--- src/rtl/scl_pick_cell.sv ---
// ----------------------------------------------------------------------------
// scl_pick_cell
// Compares one lane against the best candidate so far; later lanes win ties.
// ----------------------------------------------------------------------------
module scl_pick_cell #(
    parameter int AW    = 2,
    parameter int BW    = 7,
    parameter int ACH_W = 32,
    parameter int LANE  = 0
) (
    input  logic             clk,
    input  logic             found_in,
    input  logic [ACH_W-1:0] ach_in,
    input  logic [AW-1:0]    a_in,
    input  logic [BW-1:0]    b_in,
    input  logic             cand_ok,
    input  logic [ACH_W-1:0] cand_ach,
    input  logic [BW-1:0]    cand_b,
    output logic             found_out,
    output logic [ACH_W-1:0] ach_out,
    output logic [AW-1:0]    a_out,
    output logic [BW-1:0]    b_out
);
    logic             take;
    logic             found_reg;
    logic [ACH_W-1:0] ach_reg;
    logic [AW-1:0]    a_reg;
    logic [BW-1:0]    b_reg;

    // higher achieved clock means smaller error
    assign take = cand_ok && (!found_in || (cand_ach >= ach_in));

    always_ff @(posedge clk)
    begin
        found_reg <= found_in | take;
        ach_reg   <= take ? cand_ach : ach_in;
        a_reg     <= take ? AW'(LANE) : a_in;
        b_reg     <= take ? cand_b : b_in;
    end

    assign found_out = found_reg;
    assign ach_out   = ach_reg;
    assign a_out     = a_reg;
    assign b_out     = b_reg;

endmodule

--- config.mk ---
export PLATFORM = sky130hd
export DESIGN_NAME = scl_pick_cell
export DESIGN_NICKNAME = d
export VERILOG_FILES = /design/src/rtl/scl_pick_cell.sv
export SDC_FILE = /design/constraint.sdc
export NUM_CORES = 1
export LEC_CHECK = 0
export BUFFER_PORTS_ARGS = -buffer_cell sky130_fd_sc_hd__buf_2
export CORE_ASPECT_RATIO = 1.2
export CORE_UTILIZATION = 42
export CTS_BUF_LIST = sky130_fd_sc_hd__clkbuf_8
export CTS_CLUSTER_DIAMETER = 60
export DETAILED_ROUTE_END_ITERATION = 8
export PLACE_DENSITY = 0.79
export SYNTH_ARGS = -nofsm -noshare
export SYNTH_HDL_FRONTEND = slang
export SYNTH_SLANG_ARGS = --single-unit
--- constraint.sdc ---
create_clock -name clk -period 1.91 [get_ports clk]
set_input_delay 0.0955 -clock clk [delete_from_list [all_inputs] [get_ports clk]]
set_output_delay 0.0955 -clock clk [all_outputs]
set_load 0.01 [all_outputs]
### Yosys cells after proc, flatten, opt, wreduce, memory -nomap -nowiden

Index checks and enable logic that the tools add are counted.

* bits in writable memories: 0
* register bits after elaboration: 42
* ROM bits: 0
* input port bits: 83
* memories: 0
* latch bits: 0

* add/sub/neg operators: 0
* multiplexer cells: 2
* div/mod/pow operators: 0
* reduce and logical (&&, ||, !) cells: 3
* bitwise gates (word level): 1
* order comparisons: 1
* shift-type cells: 0
* equality and inequality tests: 0
* multipliers: 0

Operator list (count)
* $ge A32 B32 Y1: 1
* $mux W32: 1
* $mux W7: 1
* $logic_and A1 B1 Y1: 1
* $logic_not A1 Y1: 1
* $logic_or A1 B1 Y1: 1
* $or A1 B1 Y1: 1

### Logic depth before layout (Yosys ltp)

* depth after elaboration: 4
* mapped depth: 9
* gate-level depth less buffers: 8

### Least setup slack after synthesis

OpenSTA, ideal clock, no wires.

* path type: input -> register
* from: input port ach_in[10]
* to: register ach_reg[0], in the netlist ach_out[0]
* path buffers: 1
* library setup time: 0.121 ns
* path slack: -0.076 ns
* arrival time: 1.865 ns
* stages on the path: 9
* path through: inv_1 > ha_1 > a21oi_1 > nand2_1 > a221oi_1 > o221ai_2 > a22oi_4 > buf_6 > mux2_4

* cells in the longest elaborated chain, start to end: 4

RTL lines
* start, declared: RTL line 13 `input logic [ACH_W-1:0] ach_in,`
* $ge A32 B32 Y1: RTL line 31 `assign take = cand_ok && (!found_in || (cand_ach >= ach_in));`
* $logic_or A1 B1 Y1: RTL line 31
* $logic_and A1 B1 Y1: RTL line 31
* $mux W32: RTL line 36 `ach_reg <= take ? cand_ach : ach_in;`
* end signal, assigned: RTL line 36
* end, declared: RTL line 26 `logic [ACH_W-1:0] ach_reg;`

Every way passes these cells.
A chain may end at the register's enable or synchronous reset.

### Worst setup path after layout

* from: input port ach_in[13]
* to: register ach_reg[17], in the netlist ach_out[17]

The elaborated chain is that of the path after synthesis.

==> flow_summary.yaml <==
outcome:
  status: "complete, no violations"
pwr:
  power.total_mw: 2.29
  intPower_mw: 1.67
  vdd.ir_drop.worst_mv: 0.288
  p_sw_share_pct: 26.9
  combPwrFrac_pct: 32.2
  leakage_nw: 1.98
  p_switching_mw: 0.614
  p_clk_share_pct: 25.1
  seqPwrFrac_pct: 42.8
  p_per_area_nw_per_um2: 630
cells_and_area:
  antenna_cells: 0
  final_cell_area_um2: 3620
  num-nets-final: 471
  drive_gt1_share_pct: 63.3
  synthToLayoutAreaGrowth_pct: 57.7
  postLayoutCoreUtil_pct: 68.9
placement:
  portBuffers: 124
  finalWeightedCongestion: 0.790
  dp_slack_ps: -316
  place_area_um2: 3220
  post-dp-hpwl_mm: 4.10
worst_setup_path:
  crit_start: "ach_in[13]"
  start_kind: "primary input"
  path_cells: "buf_2 > inv_1 > ha_4 > nand4_1 > or4b_4 > o221ai_4 > a22oi_4 > buf_12 > clkbuf_16 > mux2_4"
  path_class: "in -> reg"
  critPathSlowestCell: "or4b_4"
  critical-path-max-stage-delay_ps: 520
  cp.arrival_ps: 2080
  crit_path_end_kind: "register"
  crit_fanout: 9
  cp.required_ps: 2090
sta:
  finalSetupViolations: 0
  worst_pin_slew_ps: 434
  maxSlewHeadroom_pct: 70.9
  drv_slew: 0
  min_period_ps: 1900
  rsz0062_at_grt: "true"
  finalCritPeriodShare_pct: 99.5
  whs_ps: 18.0
  setup_ws_ps: 8.88
  fmax_mhz: 526
  final_hold_viol_count: 0
yosys:
  syn-cell-area_um2: 2300
  syn_avg_cell_area_um2: 11.4
  synth_warnings: 0
  yosysSeqAreaShare_pct: 36.6
  ys_seq_elements: 42
  synth_cells: 201
  synthesis.nets: 316
  synthDistinctLibCells: 26
  yosys.area.top_type: "dfxtp_1"
  synth.area.top_cells: "dfxtp_1, mux2_4, ha_1"
  synth_top_area_share_pct: 36.6
floorplanning:
  fp.dieH_um: 83.0
  coreArea_um2: 5260
  start_util_pct: 43.7
  die_area_um2: 5770
  rows: 29
  dieWidth_um: 69.5
  ios: 125
detailed_routing:
  drtIter0Drc: 41
  drtPass1Iterations: 4
  vias_per_cell: 4.83
  routedWlPerCell_um: 13.1
  via_count: 2022
  drc_errors: 0
  routed_wl_mm: 5.49
  ant_nets: 0
global_routing:
  met2_usage_pct: 32.7
  grt-ovfl-total: 0
  track_usage_pct: 17.1
  top_usage_layer: "met2"
  grt_pass1_vias: 1895
  met3_usage_pct: 3.76
  grt_use_met1_pct: 17.8
  antenna_found_initial: 0
  grt_pass1_wl_mm: 8.05
  grt_max_degree: 24
clock_network:
  clock_path_buffers: 2
  clockRootBuffer: "clkbuf_8"
  htree_levels: 2
  cts_buffers: 5
  cts.sinks: 42
  cts_tree: "built"
  clk_pin_slew_ps: 80
worst_hold_path:
  hold_path_class: "in -> reg"
  holdCritStartpoint: "a_in[1]"
flow_run:
  drv_cap: 0
==> power by group through the flow <==
stage	logic, mW	clock network, mW	registers, mW
6_report	0.735	0.572	0.977
5_1_grt	0.800	0.629	0.984
4_1_cts	0.638	0.589	0.978
3_5_place_dp	0.636	0	0.998
3_3_place_gp	0.615	0	0.995
2_1_floorplan	0.316	0	1.05
==> cell usage in the layout (no fill, tap or decap), drive strengths merged <==
master	count
nand2b	3
o221ai	1
a221oi	2
dfxtp	42
a21oi	12
and3	1
nand2	9
dlygate4sd3	1
o21a	1
nor3	1
clkbuf	9
nand4	4
inv	34
o21ai	3
mux2	39
nor2	1
a22oi	1
ha	32
clkinv	1
a211o	1
buf	148
nand3	4
a211oi	1
and4	1
nor4	1
and2	2
or4b	1
o211ai	1
==> cell type report <==
class,instances,area [um2]
Clock buffer,6,82.6
Multi-Input combinational cell,122,1490
Timing Repair Buffer,152,987
Sequential cell,42,841
Tap cell,62,77.6
Clock inverter,2,8.76
Fill cell,396,1640
Inverter,33,141
==> layer usage <==
| layer | routed length [um] | share of wire, % |
|---|---|---|
| met4 | 104 | 1.9 |
| met1 | 1980 | 36 |
| met2 | 3080 | 56 |
| met3 | 319 | 5.8 |
| met5 | 0 | 0 |
==> final timing paths <==
path / end / slack (ps) / depth (start not counted)
max: ach_out[17] / 9 / 10
min: a_out[1] / 20 / 2
==> cell usage after synthesis <==
master and instances:
dfxtp_1 42, mux2_4 37, inv_1 33, ha_1 32, a21oi_1 12, nand2_1 9, buf_6 4, nand3_1 4
nand4_1 4, nand2b_1 3, o21ai_0 3, a221oi_1 2, and2_1 2, mux2_2 2, a211o_1 1, a211oi_1 1
a22oi_4 1, and3_1 1, and4_1 1, nor2_1 1, nor3_1 1, nor4_1 1, o211ai_1 1, o21a_1 1
o221ai_2 1, or4b_1 1
==> per-stage QoR <==
step	setup TNS (ps)	cells
CTS	-8.03	413
global route	-985	419
floorplan	-649	201
detailed placement	-11760	405
global placement	-10200	405
finish	0	419
==> repair_timing <==
item	4_1_cts	5_1_grt
pin swaps	1	15
resized for setup	1	36
setup endpoints to repair	5	39
hold buffers	0	1
cloned	0	4
setup buffers	0	2
hold endpoints to repair	0	1
==> state kept, by name, summed over array words and instances (netlist names) <==
signal / cells
found_out: 1
a_out: 2
b_out: 7
ach_out: 32
==> kinds of logic after synthesis <==
group           count (synthesis)  synth area share [%]
simple gates                   28                  6.53
fa+ha+maj                      32                  17.4
mux                            39                  25.1
compound gates                 23                  6.97
buf+inv                        37                  7.35
flops                          42                  36.6
==> critical path, delay by kind of cell <==
kind,cells,cell delay [ps]
and+or+nand+nor,2,660
buffers and inverters,4,480
muxes,1,300
AOI/OAI and AO/OA,2,280
adders and majority gates,1,270
No activity file was read; power rests on OpenSTA's default activity.
