## config.mk

```make
export PLATFORM = sky130hd
export DESIGN_NAME = scl_div_lane
export DESIGN_NICKNAME = d
export VERILOG_FILES = /design/src/rtl/scl_div_cell.sv /design/src/rtl/scl_div_lane.sv
export SDC_FILE = /design/constraint.sdc
export NUM_CORES = 1
export LEC_CHECK = 0
export ABC_AREA = 1
export BUFFER_PORTS_ARGS = -buffer_cell sky130_fd_sc_hd__buf_2
export CORE_MARGIN = 2
export CORE_UTILIZATION = 68
export CTS_BUF_LIST = sky130_fd_sc_hd__clkbuf_4 sky130_fd_sc_hd__clkbuf_8 sky130_fd_sc_hd__clkbuf_16
export DETAILED_ROUTE_END_ITERATION = 7
export PLACE_DENSITY_LB_ADDON = 0.3
export RECOVER_POWER = 50
export SLEW_MARGIN = 20
export SYNTH_ARGS = -nofsm -noshare
export SYNTH_HDL_FRONTEND = slang
export SYNTH_SLANG_ARGS = --single-unit
```

## constraint.sdc

```tcl
create_clock -name clk -period 5.5 [get_ports clk]
set_clock_uncertainty 0.2 [all_clocks]
set_input_delay 1.375 -clock clk [delete_from_list [all_inputs] [get_ports clk]]
set_output_delay 1.375 -clock clk [all_outputs]
set_load 0.005 [all_outputs]
```

## src/rtl/scl_div_cell.sv

```systemverilog
// ----------------------------------------------------------------------------
// scl_div_cell
// One restoring division step: produces one quotient bit per cycle.
// ----------------------------------------------------------------------------
module scl_div_cell #(
    parameter int NUM_W = 32,
    parameter int DIV_W = 16,
    parameter int Q_W   = 8,
    parameter int SHIFT = 0
) (
    input  logic             clk,
    input  logic [NUM_W-1:0] rem_in,
    input  logic [DIV_W-1:0] div_in,
    input  logic [Q_W-1:0]   q_in,
    output logic [NUM_W-1:0] rem_out,
    output logic [DIV_W-1:0] div_out,
    output logic [Q_W-1:0]   q_out
);
    localparam int EXT_W = NUM_W + DIV_W;

    logic [EXT_W-1:0] rem_ext;
    logic [EXT_W-1:0] div_ext;
    logic             ge;
    logic [NUM_W-1:0] rem_next;
    logic [Q_W-1:0]   q_next;
    logic [NUM_W-1:0] rem_reg;
    logic [DIV_W-1:0] div_reg;
    logic [Q_W-1:0]   q_reg;

    // compare against shifted divisor and subtract
    always_comb
    begin
        rem_ext  = EXT_W'(rem_in);
        div_ext  = EXT_W'(div_in) << SHIFT;
        ge       = (rem_ext >= div_ext);
        rem_next = ge ? NUM_W'(rem_ext - div_ext) : rem_in;
        q_next   = q_in;
        q_next[SHIFT] = ge;
    end

    // hand over to the next cell
    always_ff @(posedge clk)
    begin
        rem_reg <= rem_next;
        div_reg <= div_in;
        q_reg   <= q_next;
    end

    assign rem_out = rem_reg;
    assign div_out = div_reg;
    assign q_out   = q_reg;

endmodule

```

## src/rtl/scl_div_lane.sv

```systemverilog
// ----------------------------------------------------------------------------
// scl_div_lane
// Row of division cells, most significant quotient bit first.
// ----------------------------------------------------------------------------
module scl_div_lane #(
    parameter int NUM_W = 32,
    parameter int DIV_W = 16,
    parameter int Q_W   = 8
) (
    input  logic             clk,
    input  logic [NUM_W-1:0] num,
    input  logic [DIV_W-1:0] div,
    output logic [Q_W-1:0]   quo
);
    logic [NUM_W-1:0] rem_s [0:Q_W];
    logic [DIV_W-1:0] div_s [0:Q_W];
    logic [Q_W-1:0]   q_s   [0:Q_W];

    assign rem_s[0] = num;
    assign div_s[0] = div;
    assign q_s[0]   = '0;

    // one cell per quotient bit
    for (genvar i = 0; i < Q_W; i++)
    begin : g_cell
        scl_div_cell #(
            .NUM_W (NUM_W),
            .DIV_W (DIV_W),
            .Q_W   (Q_W),
            .SHIFT (Q_W - 1 - i)
        ) u_cell (
            .clk     (clk),
            .rem_in  (rem_s[i]),
            .div_in  (div_s[i]),
            .q_in    (q_s[i]),
            .rem_out (rem_s[i+1]),
            .div_out (div_s[i+1]),
            .q_out   (q_s[i+1])
        );
    end

    assign quo = q_s[Q_W];

endmodule

```

## After elaboration in Yosys (flattened, before gate mapping)

Cells that the tools add are included.

| cells by class | value |
|---|---|
| shift-type cells | 0 |
| reductions and logical operators | 0 |
| muxes and demuxes | 7 |
| add/sub/neg operators | 7 |
| bitwise operators | 0 |
| div/mod/pow operators | 0 |
| $mul | 0 |
| equality and inequality tests | 0 |
| order comparisons | 8 |

Operators with widths:

| kind | number |
|---|---|
| $mux W32 | 7 |
| $ge A32 B16 Y1 | 1 |
| $ge A32 B17 Y1 | 1 |
| $ge A32 B18 Y1 | 1 |
| $ge A32 B19 Y1 | 1 |
| $ge A32 B20 Y1 | 1 |
| $ge A32 B21 Y1 | 1 |
| $ge A32 B22 Y1 | 1 |
| $ge A32 B23 Y1 | 1 |
| $sub A32 B17 Y32 | 1 |
| $sub A32 B18 Y32 | 1 |
| $sub A32 B19 Y32 | 1 |
| $sub A32 B20 Y32 | 1 |
| $sub A32 B21 Y32 | 1 |
| $sub A32 B22 Y32 | 1 |
| $sub A32 B23 Y32 | 1 |

| word-level totals | value |
|---|---|
| word-level logic and storage cells | 44 |
| memory bits (writable) | 0 |
| memories | 0 |
| bits in latches | 0 |
| output and inout bits | 8 |
| bits in read-only memories | 0 |
| register bits | 372 |
| bits of input ports | 49 |

## Longest topological paths before layout

| logic depth | value |
|---|---|
| word-level depth | 2 |
| gate-level depth with buffers | 16 |

## Modules after synthesis

A second synthesis with hierarchy kept.

| unflattened totals | value |
|---|---|
| cells, all modules | 3934 |
| area total of the unflattened synthesis | 25632.1 sq um |

By module, submodules not included:

| module | area each (sq um) | cells an instance | instances |
|---|---|---|---|
| scl_div_cell at g_cell[4].u_cell | 3325.7 | 529 | 1 |
| scl_div_cell at g_cell[6].u_cell | 3223.1 | 496 | 1 |
| scl_div_cell at g_cell[5].u_cell | 3219.3 | 494 | 1 |
| scl_div_cell at g_cell[7].u_cell | 3194.3 | 485 | 1 |
| scl_div_cell at g_cell[2].u_cell | 3193.1 | 490 | 1 |
| scl_div_cell at g_cell[1].u_cell | 3181.8 | 490 | 1 |
| scl_div_cell at g_cell[3].u_cell | 3160.5 | 472 | 1 |
| scl_div_cell at g_cell[0].u_cell | 3130.5 | 477 | 1 |
| scl_div_lane | 3.8 | 1 | 1 |

## Least setup slack after synthesis

OpenSTA, ideal clock, no wires.

| timing | value |
|---|---|
| kind | input-to-reg |
| from | in num[7] |
| to | reg g_cell[0].u_cell.rem_reg[23] |
| path buffers | 0 |
| setup time | 109 ps |
| data required time | 5191 ps |
| data arrival time | 2742 ps |
| slack | 2449 ps |
| cell stages on the path | 13 |
| cell sequence | inv_1 ha_1 fa_1 inv_1 nand3_1 nand3_1 nand2_1 nand3b_1 nand2_1 nand3b_1 nand2_1 nand2_1 inv_1 |

| on the way | value |
|---|---|
| word-level cells in the longest chain between the ends | 2 |
| elaborated cells on any way between the ends | 3 |
| classes of those cells | add/sub: 1; order compare: 1; mux: 1 |

Ends and longest elaborated chain:

| item | line | RTL |
|---|---|---|
| start, declared | scl_div_lane.sv:11 | `input logic [NUM_W-1:0] num,` |
| $sub A32 B23 Y32 or $ge A32 B23 Y1 (tied branches) | scl_div_cell.sv:36, scl_div_cell.sv:35 |  |
| $mux W32 * | scl_div_cell.sv:36 | `rem_next = ge ? NUM_W'(rem_ext - div_ext) : rem_in;` |
| via g_cell[0].u_cell.rem_next[23] | scl_div_cell.sv:24 | `logic [NUM_W-1:0] rem_next;` |
| end signal, assigned | scl_div_cell.sv:44 | `rem_reg <= rem_next;` |
| end, declared | scl_div_cell.sv:26 | `logic [NUM_W-1:0] rem_reg;` |

The timed path passes the listed nets; every way through them passes the cells marked *.

## Final worst setup path

| timing | value |
|---|---|
| from | reg g_cell[3].u_cell.div_reg[3] |
| to | reg g_cell[4].u_cell.rem_reg[18] |

| on the way | value |
|---|---|
| word-level cells in the longest chain between the ends | 2 |
| elaborated cells on any way between the ends | 3 |
| classes of those cells | add/sub: 1; order compare: 1; mux: 1 |

Ends and longest elaborated chain:

| item | line | RTL |
|---|---|---|
| start, declared | scl_div_cell.sv:27 | `logic [DIV_W-1:0] div_reg;` |
| start signal, assigned | scl_div_cell.sv:45 | `div_reg <= div_in;` |
| $sub A32 B19 Y32 or $ge A32 B19 Y1 (tied branches) | scl_div_cell.sv:36, scl_div_cell.sv:35 |  |
| $mux W32 * | scl_div_cell.sv:36 |  |
| via g_cell[4].u_cell.rem_next[18] | scl_div_cell.sv:24 |  |
| end signal, assigned | scl_div_cell.sv:44 |  |
| end, declared | scl_div_cell.sv:26 |  |

Marked as above.

==> qor.csv <==
stage,metric,value,unit
worst_setup_path,Buf/Inv on CP,2,
worst_setup_path,Worst Path Required,5.70,ns
global_route,grt ovf,0,
detailed_routing,DRT antenna net count,0,
min_path,Worst Hold Class,flip-flop to flip-flop,
die,initial core utilization,0.696,
timing,period utilization,0.638,
global_route,largest net degree at the start of global routing,43,
worst_setup_path,reg2reg start,g_cell[3].u_cell.div_out[3],
timing,Fmax achieved,0.285,GHz
status,status,"complete, no violations",
global_route,global-route wire length before repair,105,mm
clock_network,post-CTS sizing,0,
detailed_routing,routed len/inst,17.3,um
clock_network,Hold Buf Count CTS,0,
worst_setup_path,"Slowest-stage cell, CP",nand2_1,
die,die height,181,um
synthesis,cell count after synthesis,3285,
synthesis,Syn Area/Cell,6.51,um^2
die,Ports,57,
worst_setup_path,Critical path origin,g_cell[3].u_cell.div_out[3],
clock_network,clock buffer depth,3,
clock_network,Worst-path clk slew,0.07,ns
layout,most frequent cells in the layout,"nand2_1, inv_1, dfxtp_1, nor2_1, nand3_1",
synthesis,"Seq/Total Area, Yosys",0.348,
detailed_routing,# DRC,0,
worst_setup_path,CP top delay family,simple AND/OR/NAND/NOR gates,
clock_network,clock sinks,372,
detailed_routing,Detailed Route Iter0 Violations,1730,
timing,minimum clock period,3.51,ns
synthesis,Post-Syn Nets,3469,
timing,worst-margin pin slew,1.01,ns
layout,layout cells sized above 1,0.0638,
timing,slew margin rel.,0.327,
timing,WHS,0.123,ns
placed_design,PortBufs,56,
die,core area,0.0307,mm^2
worst_setup_path,RR Endpoint,g_cell[4].u_cell.rem_out[18],
synthesis,Synth area leader,dfxtp_1,
timing,final count of negative-setup-slack endpoints,0,
global_route,vias in the first global route,21000,
synthesis,#FFs+latches synth,372,
layout,fin cells,3783,
worst_setup_path,critical-path cell list,inv_1 -> ha_1 -> nand2_1 -> nor2_1 -> nand3_1 -> nor2_1 -> a21oi_2 -> nand2_1 -> inv_4 -> nand2_1 -> nand2_1,
clock_network,cts bufs inserted,39,
pwr,Leak,12.5,nW
detailed_routing,via/cell ratio,5.63,
worst_setup_path,WP data arrival,3.71,ns
worst_setup_path,"setup slack, reg-to-reg",1.99,ns
layout,"commonest non-fill, non-tap cell in the layout",nand2_1,
die,die area,0.0329,mm^2
layout,Fill cells,2384,
layout,layout net count,3540,
detailed_routing,TritonRoute pass-1 iters,6,
synthesis,top cell type's share of synthesized area,0.348,
clock_network,CTS HTree Levels,2,
global_route,GRT Overall Usage,0.398,
clock_network,CTS tree,done,
die,row count,64,
placed_design,RePlAce Congestion,0.987,
worst_setup_path,Worst Path Max Fanout,24,
detailed_routing,total wire length,65.5,mm
timing,PnR worst setup slack,1.99,ns
timing,Setup TNS Final,0,ns
layout,Area Growth Syn to Fin,8.32,%
timing,final-report hold violation count,0,
worst_setup_path,Crit Path Class,flip-flop to flip-flop,
run,max cap viols,0,
worst_setup_path,Worst Setup EP,g_cell[4].u_cell.rem_out[18],
worst_setup_path,R2R depth,11,
layout,final core utilization,0.754,
placed_design,Post-Place Setup Slack,1.89,ns
worst_setup_path,Crit. End Element,flip-flop,
worst_setup_path,CP peak stage delay,0.73,ns
clock_network,Post-CTS Setup Bufs,0,
pwr,VDD IR-drop max,289,uV
clock_network,Clk Tree Root Cell,clkbuf_16,
detailed_routing,via count,21300,
clock_network,Clock Latency Late Sink,0.55,ns
synthesis,Yosys cell types,38,
pwr,Pwr per Cell Area,515,mW/mm^2
synthesis,Post-Syn Area,0.0214,mm^2
timing,Max Slew Vio Count,0,
worst_setup_path,startpoint types,flip-flop,
global_route,initial antenna violation count,2,
placed_design,placed insts,3711,
worst_setup_path,critical path depth,11,
die,Die W,181,um
synthesis,Ys Warns,0,
worst_setup_path,CP dominant cell by count,nand2_1,
timing,RSZ-0062 raised after global routing,no,
synthesis,synth top area cells,"dfxtp_1, nand2_1, inv_1",
placed_design,hpwl dp,50.4,mm
logic make-up (layout without fill, tap and decap cells):
family | count (synthesis) | count (layout) | share of synthesized area
xor gates and xnor gates | 84 | 84 | 0.0344
AOI/OAI and AO/OA | 210 | 210 | 0.0568
and+or+nand+nor | 1862 | 1862 | 0.363
buffers and inverters | 622 | 723 | 0.116
other | 0 | 1 | 0
adders and majority gates | 135 | 135 | 0.0814
DFF | 372 | 372 | 0.348
synthesized netlist by cell type (all sizes together):
cell type  instances
o211ai             1
or2                9
nand4             52
nor3              37
nand3b            19
nand2b             1
and2              11
clkinv             2
o21bai             9
xnor2             19
nor2             297
xor2              65
dfxtp            372
buf               26
and3               1
nand3            207
nand2           1222
o21ai             51
a21oi            149
nor3b              2
nor4               4
fa                 7
ha               128
inv              594
stage by stage:
stage          total power, mW  instance area (um^2)
4_1_cts                   11.8                 23200
6_report                  11.9                 23200
3_3_place_gp              8.89                 21900
5_1_grt                   12.7                 23200
3_5_place_dp              9.05                 21900
2_1_floorplan             7.59                 21400
sequential cells by signal, summed over array words and instances, names as in the netlist:
register	cells
g_cell.u_cell.rem_out	224
g_cell.u_cell.div_out	112
g_cell.u_cell.q_out	36
per-layer routing:
layer | wire length, um | vias to the layer above | global-route usage
met5 | 12 | - | 0
met4 | 5580 | 2 | 0.288
met3 | 5290 | 370 | 0.0746
met2 | 30600 | 1142 | 0.691
met1 | 24100 | 9537 | 0.437
li1 | - | 10200 | -
how the worst min path moves through the flow:
stage | from | end | slack, ns | cells after the start
6_report | g_cell[2].u_cell.q_out[5] | g_cell[3].u_cell.q_out[5] | 0.12 | 0
5_1_grt | g_cell[2].u_cell.q_out[5] | g_cell[3].u_cell.q_out[5] | 0.13 | 0
4_1_cts | g_cell[2].u_cell.q_out[5] | g_cell[3].u_cell.q_out[5] | 0.12 | 0
3_5_place_dp | g_cell[4].u_cell.q_out[7] | g_cell[5].u_cell.q_out[7] | 0.11 | 0
3_3_place_gp | g_cell[6].u_cell.q_out[4] | g_cell[7].u_cell.q_out[4] | 0.11 | 0
2_1_floorplan | g_cell[0].u_cell.q_out[7] | g_cell[1].u_cell.q_out[7] | 0.11 | 0
area by class of cell:
cell class / count / area (um^2) / area share
diodes: 1 / 2.50 / 0.000108
clock buffers: 48 / 1070 / 0.0464
clock inverters: 23 / 213 / 0.00918
inverters: 596 / 2240 / 0.0968
multi-input cells: 2291 / 11400 / 0.494
flip-flops and latches: 372 / 7450 / 0.321
well taps: 396 / 495 / 0.0214
repair buffers: 56 / 259 / 0.0112
report_power, final:
group	switching [mW]	leakage, nW	internal, mW
Sequential	0.509	3.13	3.35
Clock	1.15	0.628	1.51
Combinational	3.62	8.79	1.80
No activity file was read; power rests on OpenSTA's default activity.
